## src/rtl/tx224_pkg.sv

```systemverilog
`timescale 1ns / 1ps
`default_nettype none
// ----------------------------------------------------------------------------
// TPKT / X.224 cookie extractor package
// Shared widths, event codes, character constants and literal tables.
// ----------------------------------------------------------------------------
package tx224_pkg;

   // Field widths.
   localparam int unsigned BYTE_W   = 8;
   localparam int unsigned EVENT_W  = 3;
   localparam int unsigned REMAIN_W = 16;
   localparam int unsigned INDEX_W  = 4;

   // Result event codes.
   typedef enum logic [EVENT_W-1:0] {
      EV_NONE      = 3'd0,
      EV_NAME      = 3'd1,
      EV_NAME_DONE = 3'd2,
      EV_FRAME_ERR = 3'd3,
      EV_X224_ERR  = 3'd4
   } event_type;

   // TPKT header constants.
   localparam logic [BYTE_W-1:0]   TPKT_VERSION  = 8'h03;
   localparam logic [BYTE_W-1:0]   TPKT_RESERVED = 8'h00;
   localparam logic [REMAIN_W-1:0] TPKT_HDR_LEN  = 16'd4;

   // X.224 constants.
   localparam logic [BYTE_W-1:0] X224_MIN_HLEN = 8'd2;
   localparam logic [3:0]        X224_CR_CODE  = 4'hE;

   // Characters.
   localparam logic [BYTE_W-1:0] CHAR_UPPER_C = 8'h43;
   localparam logic [BYTE_W-1:0] CHAR_UPPER_M = 8'h4D;
   localparam logic [BYTE_W-1:0] CHAR_CR      = 8'h0D;
   localparam logic [BYTE_W-1:0] CHAR_LF      = 8'h0A;
   localparam logic [BYTE_W-1:0] CHAR_TAB     = 8'h09;
   localparam logic [BYTE_W-1:0] CHAR_SPACE   = 8'h20;
   localparam logic [BYTE_W-1:0] CHAR_LOWER_A = 8'h61;
   localparam logic [BYTE_W-1:0] CHAR_LOWER_Z = 8'h7A;
   localparam logic [BYTE_W-1:0] CASE_OFFSET  = 8'h20;

   // Last index of each counted section.
   localparam logic [INDEX_W-1:0] SKIP_LAST   = 4'd4;
   localparam logic [INDEX_W-1:0] COOKIE_LAST = 4'd5;
   localparam logic [INDEX_W-1:0] MST_LAST    = 4'd8;

   // Remaining characters of "COOKIE:" after the leading C.
   function automatic logic [BYTE_W-1:0] cookie_char(input logic [INDEX_W-1:0] idx);
      logic [BYTE_W-1:0] c;
      unique case (idx)
         4'd0:    c = 8'h4F;   // O
         4'd1:    c = 8'h4F;   // O
         4'd2:    c = 8'h4B;   // K
         4'd3:    c = 8'h49;   // I
         4'd4:    c = 8'h45;   // E
         default: c = 8'h3A;   // colon
      endcase
      return c;
   endfunction

   // Characters of "MSTSHASH=".
   function automatic logic [BYTE_W-1:0] mst_char(input logic [INDEX_W-1:0] idx);
      logic [BYTE_W-1:0] c;
      unique case (idx)
         4'd0:    c = 8'h4D;   // M
         4'd1:    c = 8'h53;   // S
         4'd2:    c = 8'h54;   // T
         4'd3:    c = 8'h53;   // S
         4'd4:    c = 8'h48;   // H
         4'd5:    c = 8'h41;   // A
         4'd6:    c = 8'h53;   // S
         4'd7:    c = 8'h48;   // H
         default: c = 8'h3D;   // equals sign
      endcase
      return c;
   endfunction

endpackage
`default_nettype wire

```

## src/rtl/tx224_req_if.sv

```systemverilog
`timescale 1ns / 1ps
`default_nettype none
// ----------------------------------------------------------------------------
// Stream byte request channel
// Valid/ready channel that carries one stream byte per request.
// ----------------------------------------------------------------------------
interface tx224_req_if;
   logic                           valid;
   logic                           ready;
   logic [tx224_pkg::BYTE_W-1:0]   data_byte;

   modport source (output valid, output data_byte, input ready);
   modport sink (input valid, input data_byte, output ready);
endinterface
`default_nettype wire

```

## src/rtl/tx224_rsp_if.sv

```systemverilog
`timescale 1ns / 1ps
`default_nettype none
// ----------------------------------------------------------------------------
// Extractor result channel
// Valid/ready channel that carries one parse result per request.
// ----------------------------------------------------------------------------
interface tx224_rsp_if;
   logic                           valid;
   logic                           ready;
   tx224_pkg::event_type           event_res;
   logic [tx224_pkg::BYTE_W-1:0]   name_byte;
   logic                           packet_end;

   modport source (output valid, output event_res, output name_byte, output packet_end,
                   input ready);
   modport sink (input valid, input event_res, input name_byte, input packet_end,
                 output ready);
endinterface
`default_nettype wire

```

## src/rtl/tpkt_x224_cookie_extractor_core.sv

```systemverilog
// Usage: bytes of one direction of a TCP stream enter on req_bus, one byte per
// request. Every request produces exactly one result on rsp_bus: an event code
// (none, name byte, name complete, framing error, X.224 error), the cookie name
// byte when the event is a name byte, and a flag marking the last byte of a
// TPKT packet. The parser state is updated in the cycle a request is accepted,
// and the result is held in an output register for the next cycle; throughput
// is one byte per cycle while unstalled. The result register is the only stage:
// a new request is taken whenever it is empty or is being drained in the same
// cycle. When the receiver stalls, the held result stays put and req_bus.ready
// drops until it is taken. Reset returns the TPKT framer to the version byte,
// the X.224 parser to the header length and empties the result register.
// A framing error locks the framer until the next reset.
`timescale 1ns / 1ps
`default_nettype none
// ----------------------------------------------------------------------------
// TPKT / X.224 connection request cookie extractor
// Frames TPKT packets and pulls the mstshash cookie name out of X.224
// connection requests, one stream byte per cycle unless the receiver stalls.
// ----------------------------------------------------------------------------
module tpkt_x224_cookie_extractor_core (
   input  wire logic     clock,
   input  wire logic     reset,
   tx224_req_if.sink     req_bus,
   tx224_rsp_if.source   rsp_bus
);

   // TPKT framer states.
   typedef enum logic [5:0] {
      TP_VERSION  = 6'b000001,
      TP_RESERVED = 6'b000010,
      TP_LEN_HI   = 6'b000100,
      TP_LEN_LO   = 6'b001000,
      TP_PAYLOAD  = 6'b010000,
      TP_LOCKED   = 6'b100000
   } tpkt_state_type;

   // X.224 parser states.
   typedef enum logic [8:0] {
      XS_HLEN   = 9'b000000001,
      XS_CODE   = 9'b000000010,
      XS_SKIP   = 9'b000000100,
      XS_FIRSTC = 9'b000001000,
      XS_COOKIE = 9'b000010000,
      XS_WS     = 9'b000100000,
      XS_MST    = 9'b001000000,
      XS_NAME   = 9'b010000000,
      XS_IGNORE = 9'b100000000
   } x224_state_type;

   tpkt_state_type                      tpkt_state_ff, tpkt_state_in;
   x224_state_type                      x224_state_ff, x224_state_in;
   logic [tx224_pkg::REMAIN_W-1:0]      remain_ff, remain_in;
   logic [tx224_pkg::INDEX_W-1:0]       index_ff, index_in;

   logic                                rsp_valid_ff;
   tx224_pkg::event_type                event_ff, event_in;
   logic [tx224_pkg::BYTE_W-1:0]        name_ff, name_in;
   logic                                pend_ff, pend_in;

   logic                                accept;
   logic [tx224_pkg::BYTE_W-1:0]        in_byte;
   logic [tx224_pkg::BYTE_W-1:0]        up_byte;
   logic                                is_space;
   logic [tx224_pkg::REMAIN_W-1:0]      total_len;

   // Handshake: take a request when the result register is free or draining.
   assign accept        = req_bus.valid && req_bus.ready;
   assign req_bus.ready = !rsp_valid_ff || rsp_bus.ready;
   assign in_byte       = req_bus.data_byte;

   // Case folding and whitespace detection.
   assign up_byte  = (in_byte >= tx224_pkg::CHAR_LOWER_A && in_byte <= tx224_pkg::CHAR_LOWER_Z)
                     ? (in_byte - tx224_pkg::CASE_OFFSET) : in_byte;
   assign is_space = (in_byte == tx224_pkg::CHAR_SPACE) ||
                     (in_byte >= tx224_pkg::CHAR_TAB && in_byte <= tx224_pkg::CHAR_CR);

   // Full packet length from the stored high byte and the current low byte.
   assign total_len = {remain_ff[tx224_pkg::REMAIN_W-1:tx224_pkg::BYTE_W], in_byte};

   // Next-state and result logic for one request.
   always_comb begin
      tpkt_state_in = tpkt_state_ff;
      x224_state_in = x224_state_ff;
      remain_in     = remain_ff;
      index_in      = index_ff;
      event_in      = tx224_pkg::EV_NONE;
      name_in       = '0;
      pend_in       = 1'b0;

      unique case (tpkt_state_ff)
         TP_VERSION: begin
            if (in_byte != tx224_pkg::TPKT_VERSION) begin
               tpkt_state_in = TP_LOCKED;
               event_in      = tx224_pkg::EV_FRAME_ERR;
            end else begin
               tpkt_state_in = TP_RESERVED;
            end
         end
         TP_RESERVED: begin
            if (in_byte != tx224_pkg::TPKT_RESERVED) begin
               tpkt_state_in = TP_LOCKED;
               event_in      = tx224_pkg::EV_FRAME_ERR;
            end else begin
               tpkt_state_in = TP_LEN_HI;
            end
         end
         TP_LEN_HI: begin
            remain_in     = {in_byte, {tx224_pkg::BYTE_W{1'b0}}};
            tpkt_state_in = TP_LEN_LO;
         end
         TP_LEN_LO: begin
            if (total_len < tx224_pkg::TPKT_HDR_LEN) begin
               tpkt_state_in = TP_LOCKED;
               event_in      = tx224_pkg::EV_FRAME_ERR;
            end else begin
               remain_in     = total_len - tx224_pkg::TPKT_HDR_LEN;
               x224_state_in = XS_HLEN;
               index_in      = '0;
               if (total_len == tx224_pkg::TPKT_HDR_LEN) begin
                  tpkt_state_in = TP_VERSION;
                  pend_in       = 1'b1;
               end else begin
                  tpkt_state_in = TP_PAYLOAD;
               end
            end
         end
         TP_PAYLOAD: begin
            // Count the payload down and close the packet on its last byte.
            if (remain_ff != '0) begin
               remain_in = remain_ff - 1'b1;
            end
            if (remain_ff <= {{(tx224_pkg::REMAIN_W-1){1'b0}}, 1'b1}) begin
               tpkt_state_in = TP_VERSION;
               pend_in       = 1'b1;
            end

            // X.224 connection request parser.
            unique case (x224_state_ff)
               XS_HLEN: begin
                  if (in_byte < tx224_pkg::X224_MIN_HLEN) begin
                     x224_state_in = XS_IGNORE;
                     event_in      = tx224_pkg::EV_X224_ERR;
                  end else begin
                     x224_state_in = XS_CODE;
                  end
               end
               XS_CODE: begin
                  if (in_byte[7:4] == tx224_pkg::X224_CR_CODE) begin
                     x224_state_in = XS_SKIP;
                     index_in      = '0;
                  end else begin
                     x224_state_in = XS_IGNORE;
                  end
               end
               XS_SKIP: begin
                  if (index_ff == tx224_pkg::SKIP_LAST) begin
                     x224_state_in = XS_FIRSTC;
                  end else begin
                     index_in = index_ff + 1'b1;
                  end
               end
               XS_FIRSTC: begin
                  // Only an exact uppercase C starts a cookie.
                  if (in_byte == tx224_pkg::CHAR_UPPER_C) begin
                     x224_state_in = XS_COOKIE;
                     index_in      = '0;
                  end else begin
                     x224_state_in = XS_IGNORE;
                  end
               end
               XS_COOKIE: begin
                  if (up_byte != tx224_pkg::cookie_char(index_ff)) begin
                     x224_state_in = XS_IGNORE;
                     event_in      = tx224_pkg::EV_X224_ERR;
                  end else if (index_ff == tx224_pkg::COOKIE_LAST) begin
                     x224_state_in = XS_WS;
                  end else begin
                     index_in = index_ff + 1'b1;
                  end
               end
               XS_WS: begin
                  // Skip whitespace; the first other byte must open the hash key.
                  if (!is_space) begin
                     if (up_byte != tx224_pkg::CHAR_UPPER_M) begin
                        x224_state_in = XS_IGNORE;
                        event_in      = tx224_pkg::EV_X224_ERR;
                     end else begin
                        x224_state_in = XS_MST;
                        index_in      = {{(tx224_pkg::INDEX_W-1){1'b0}}, 1'b1};
                     end
                  end
               end
               XS_MST: begin
                  if (up_byte != tx224_pkg::mst_char(index_ff)) begin
                     x224_state_in = XS_IGNORE;
                     event_in      = tx224_pkg::EV_X224_ERR;
                  end else if (index_ff == tx224_pkg::MST_LAST) begin
                     x224_state_in = XS_NAME;
                  end else begin
                     index_in = index_ff + 1'b1;
                  end
               end
               XS_NAME: begin
                  if (in_byte == tx224_pkg::CHAR_CR || in_byte == tx224_pkg::CHAR_LF) begin
                     x224_state_in = XS_IGNORE;
                     event_in      = tx224_pkg::EV_NAME_DONE;
                  end else begin
                     event_in = tx224_pkg::EV_NAME;
                     name_in  = in_byte;
                  end
               end
               XS_IGNORE: begin
                  x224_state_in = XS_IGNORE;
               end
               default: begin
                  x224_state_in = XS_IGNORE;
               end
            endcase
         end
         TP_LOCKED: begin
            tpkt_state_in = TP_LOCKED;
         end
         default: begin
            tpkt_state_in = TP_LOCKED;
         end
      endcase
   end

   // Parser state registers, advanced once per accepted request.
   always_ff @(posedge clock) begin
      if (reset) begin
         tpkt_state_ff <= TP_VERSION;
         x224_state_ff <= XS_HLEN;
         remain_ff     <= '0;
         index_ff      <= '0;
      end else if (accept) begin
         tpkt_state_ff <= tpkt_state_in;
         x224_state_ff <= x224_state_in;
         remain_ff     <= remain_in;
         index_ff      <= index_in;
      end
   end

   // Result register valid flag.
   always_ff @(posedge clock) begin
      if (reset) begin
         rsp_valid_ff <= 1'b0;
      end else if (accept) begin
         rsp_valid_ff <= 1'b1;
      end else if (rsp_bus.ready) begin
         rsp_valid_ff <= 1'b0;
      end
   end

   // Result register payload.
   always_ff @(posedge clock) begin
      if (accept) begin
         event_ff <= event_in;
         name_ff  <= name_in;
         pend_ff  <= pend_in;
      end
   end

   assign rsp_bus.valid      = rsp_valid_ff;
   assign rsp_bus.event_res  = event_ff;
   assign rsp_bus.name_byte  = name_ff;
   assign rsp_bus.packet_end = pend_ff;

endmodule
`default_nettype wire
```

## src/flat_wrapper.sv

```systemverilog
// flat-port wrapper written by rule: the top's interface ports become plain ports
module tpkt_x224_cookie_extractor_core_flat 
  (clock, reset, req_bus_valid, req_bus_data_byte, req_bus_ready, rsp_bus_valid, rsp_bus_event_res, rsp_bus_name_byte, rsp_bus_packet_end, rsp_bus_ready);
  tx224_req_if req_bus_i ();
  tx224_rsp_if rsp_bus_i ();
  input  wire logic clock;
  input  wire logic reset;
  input wire logic [$bits(req_bus_i.valid)-1:0] req_bus_valid;
  input wire logic [$bits(req_bus_i.data_byte)-1:0] req_bus_data_byte;
  output wire logic [$bits(req_bus_i.ready)-1:0] req_bus_ready;
  output wire logic [$bits(rsp_bus_i.valid)-1:0] rsp_bus_valid;
  output wire logic [$bits(rsp_bus_i.event_res)-1:0] rsp_bus_event_res;
  output wire logic [$bits(rsp_bus_i.name_byte)-1:0] rsp_bus_name_byte;
  output wire logic [$bits(rsp_bus_i.packet_end)-1:0] rsp_bus_packet_end;
  input wire logic [$bits(rsp_bus_i.ready)-1:0] rsp_bus_ready;
  assign req_bus_i.valid = req_bus_valid;
  assign req_bus_i.data_byte = req_bus_data_byte;
  assign req_bus_ready = req_bus_i.ready;
  assign rsp_bus_valid = rsp_bus_i.valid;
  assign rsp_bus_event_res = rsp_bus_i.event_res;
  assign rsp_bus_name_byte = rsp_bus_i.name_byte;
  assign rsp_bus_packet_end = rsp_bus_i.packet_end;
  assign rsp_bus_i.ready = rsp_bus_ready;
  tpkt_x224_cookie_extractor_core u_core (.clock(clock), .reset(reset), .req_bus(req_bus_i), .rsp_bus(rsp_bus_i));
endmodule
```

## config.mk

```make
export PLATFORM = sky130hd
export DESIGN_NAME = tpkt_x224_cookie_extractor_core_flat
export DESIGN_NICKNAME = d
export VERILOG_FILES = /design/src/rtl/tx224_pkg.sv /design/src/rtl/tx224_req_if.sv /design/src/rtl/tx224_rsp_if.sv /design/src/rtl/tpkt_x224_cookie_extractor_core.sv /design/src/flat_wrapper.sv
export SDC_FILE = /design/constraint.sdc
export NUM_CORES = 1
export LEC_CHECK = 0
export BUFFER_PORTS_ARGS = -buffer_cell sky130_fd_sc_hd__buf_2
export CORE_MARGIN = 2
export CORE_UTILIZATION = 30
export DETAILED_ROUTE_END_ITERATION = 10
export GPL_TIMING_DRIVEN = 0
export PLACE_DENSITY = 0.47
export SYNTH_ARGS = -nofsm -noshare
export SYNTH_HDL_FRONTEND = slang
export SYNTH_SLANG_ARGS = --single-unit
```

## constraint.sdc

```tcl
create_clock -name clock -period 3.45 [get_ports clock]
set_input_delay 0.69 -clock clock [delete_from_list [all_inputs] [get_ports clock]]
set_output_delay 0.69 -clock clock [all_outputs]
set_load 0.005 [all_outputs]
```

==> impl_metrics.tcl <==
set metrics [dict create \
    status "finished, final reports clean" \
    setup_viol 0 \
    synth_edf_count 12 \
    ys_types 73 \
    hpwlAfterDp_um 9070 \
    place_area_um2 4300 \
    grt_pass1_wl_um 20000 \
    crit_chain "buf_2 > clkbuf_4 > inv_2 > ha_1 > a21oi_1 > nand4_1 > a211o_1 > a221oi_2 > buf_4 > a31oi_1 > a31oi_1 > or2_4 > inv_1 > ha_1 > mux2_4" \
    yosys-top-cells-area "dfxtp_1, edfxtp_1, nor2_1" \
    crit_buf_inv 5 \
    clk_pin_slew_ps 70 \
    synthTopCellsByCount "nor2_1, dfxtp_1, nand2_1" \
    critPathRequiredTime_ps 3640 \
    hold_start "u_core.remain_ff[12]" \
    power_density_nw_per_um2 298 \
    path_class "input port to flop" \
    drive_above_1_share 0.147 \
    tightest_slew_ps 785 \
    hold_violations 0 \
    synth_nets 530 \
    maxSlewViolCount 0 \
    clk_latency_ps 300 \
    wl_per_cell_um 17.2 \
    preCtsSetupSlack_ps -786 \
    dieArea_um2 14100 \
    end_kind "flop" \
    synth_area_um2 3950 \
    slew_headroom 0.473 \
    row_count 41 \
    r2r-start "u_core.index_ff[0]" \
    num_vias 3922 \
    die_h_um 119 \
    cts_root_buffer "clkbuf_16" \
    ios 26 \
    synth_area_leader_cell "dfxtp_1" \
    grt_start_max_net_pins 17 \
    async_reset_ff_frac 0 \
    synth_top_cell_area_share 0.208 \
    cts_hold_buffers 0 \
    nets 564 \
    yosysSeqAreaShare 0.299 \
    avgSynthCellArea_um2 7.85 \
    max-cap-violations 0 \
    cts.sinks 53 \
    worstPathArrival_ps 3530 \
    tns_ps 0 \
    gp_congestion 0.886 \
    fmax_ghz 0.299 \
    coreArea_um2 12700 \
    cts_buffers 5 \
    min_to "u_core.remain_ff[12]" \
    hp-class "flop to flop" \
    wirelength_um 12200 \
    min_period_over_period 0.970 \
    antenna_found_initial 0 \
    reg2reg_slack_ps 220 \
    grt_pass1_vias 3771 \
    dr.first_iter.drc_count 367 \
    critPathTopFamily "compound AO/OA/AOI/OAI gates" \
    dr.pass1.iters 5 \
    vias_per_cell 5.52 \
    crit_fanout 10 \
    irDropWorstVdd_v 0.000166 \
    stdcell_area_um2 4610 \
    antennaDiodeCount 0 \
    initial_core_util 0.310 \
    fin_total_pwr_w 0.00137 \
    cts_tree "built" \
    post-route-drc-count 0 \
    syn2layout_area_growth_pct 16.9 \
    fin_skew_ps 9.85 \
    start_kind "input port" \
    grt_usage 0.175 \
    p_leak_nw 1.74 \
    crit_slowest_cell "a211o_1" \
    reg2regPathDepth 14 \
    period_minus_slack_ps 3350 \
    ys_ff_latch 53 \
    slowest_delay_ps 390 \
    fin_ws_ps 104 \
    ys.flop_type "dfxtp_1" \
    holdPathStages 2 \
    cts-htree-levels 2 \
    synthCells 503 \
    ctsLongestPathBuffers 2 \
    grt_overflow_total 0 \
    yosysMostFrequentCell "nor2_1" \
    die_w_um 119 \
    hold_ws_ps 479 \
    io_buffers 23 \
    yosys_warnings 0 \
    ant_nets 0 \
]
-- flip-flops by register name (all words and copies together) (netlist names), named ones only --
name                       count
u_core.rsp_bus.name_byte       8
u_core.x224_state_ff           9
u_core.index_ff                4
u_core.tpkt_state_ff           6
u_core.remain_ff              16
u_core.rsp_bus.valid           1
u_core.rsp_bus.packet_end      1
u_core.rsp_bus.event_res       3
-- report_power, final --
group | internal [W] | switching, W | total, W
Sequential | 0.000644 | 0.00000346 | 0.000647
Clock | 0.000340 | 0.000238 | 0.000578
Combinational | 0.0000531 | 0.0000946 | 0.000148
Total | 0.00104 | 0.000336 | 0.00137
-- cell families (layout without fill, tap and decap cells) --
family                   count (synthesis)  in the layout  synth area share
buffers and inverters                   59             94            0.0596
adder cells (fa/ha/maj)                 15             15            0.0475
AND/OR/NAND/NOR                        216            216             0.300
multiplexers                            12             12            0.0317
AO/OA/AOI/OAI                          137            137             0.238
XOR/XNOR                                11             11            0.0244
flip-flops                              53             53             0.299
-- through the flow --
| stage | util | cells |
|---|---|---|
| after global routing | 0.363 | 710 |
| after floorplan | - | 503 |
| after detailed placement | 0.338 | 698 |
| final | 0.363 | 710 |
| after CTS | 0.357 | 708 |
| after global placement | 0.338 | 698 |
-- layout make-up --
class | count | area [µm²]
clock buffers | 5 | 125
fillers | 1391 | 8110
clock inverters | 3 | 41.3
repair buffers | 28 | 155
multi-input cells | 391 | 2640
well taps | 172 | 215
plain buffers | 32 | 154
flip-flops and latches | 53 | 1180
inverters | 26 | 105
-- worst min-delay path, cell delays in order (launching register included) --
cell	delay (ps)
dfxtp_1	310
o21ai_0	60
a21oi_1	60
-- placed cells by master, fill, tap and decap left out, types with 4 or more instances in the layout --
cell       count
inv_1         20
nor2_1        58
nor2b_1        8
o21a_1         5
o21ai_1        7
nand2b_1      11
and2_1         8
ha_1          13
a211oi_1       6
inv_2          4
nor4_2         4
or3_1          9
a21oi_1       33
clkbuf_1      20
o32ai_1        5
edfxtp_1      12
a22oi_1        8
dfxtp_1       41
a21o_1         6
xor2_1         7
nand2_1       37
o21ai_0       26
nor3_1        16
nor4_1         8
buf_2         27
mux2i_1       11
and3_1         6
buf_4          7
clkbuf_16      5
nand3_1       11
or4_1          5
a31oi_1        7
xnor2_1        4
nand4_1        6
-- per-layer routing --
metal | GRT usage | wire, µm
met5 | 0 | 0
met4 | 0.0446 | 168
met3 | 0.0280 | 652
met2 | 0.280 | 5700
met1 | 0.244 | 5720
-- worst max path at each step --
stage | startpoint | to | slack, ps | depth (start not counted)
after floorplan | req_bus_data_byte[3] | flop | 6 | 14
after global placement | req_bus_data_byte[3] | flop | -750 | 15
after detailed placement | req_bus_data_byte[3] | flop | -790 | 15
after CTS | req_bus_data_byte[3] | flop | 20 | 16
after global routing | req_bus_data_byte[3] | flop | -30 | 16
final | req_bus_data_byte[6] | flop | 100 | 15
-- repair_timing --
action,4_1_cts,5_1_grt
pin swaps,3,2
cloned,0,0
endpoints found under the setup margin,28,19
setup buffers,3,2
gates resized for setup,12,19
No activity file was read; power rests on OpenSTA's default activity.
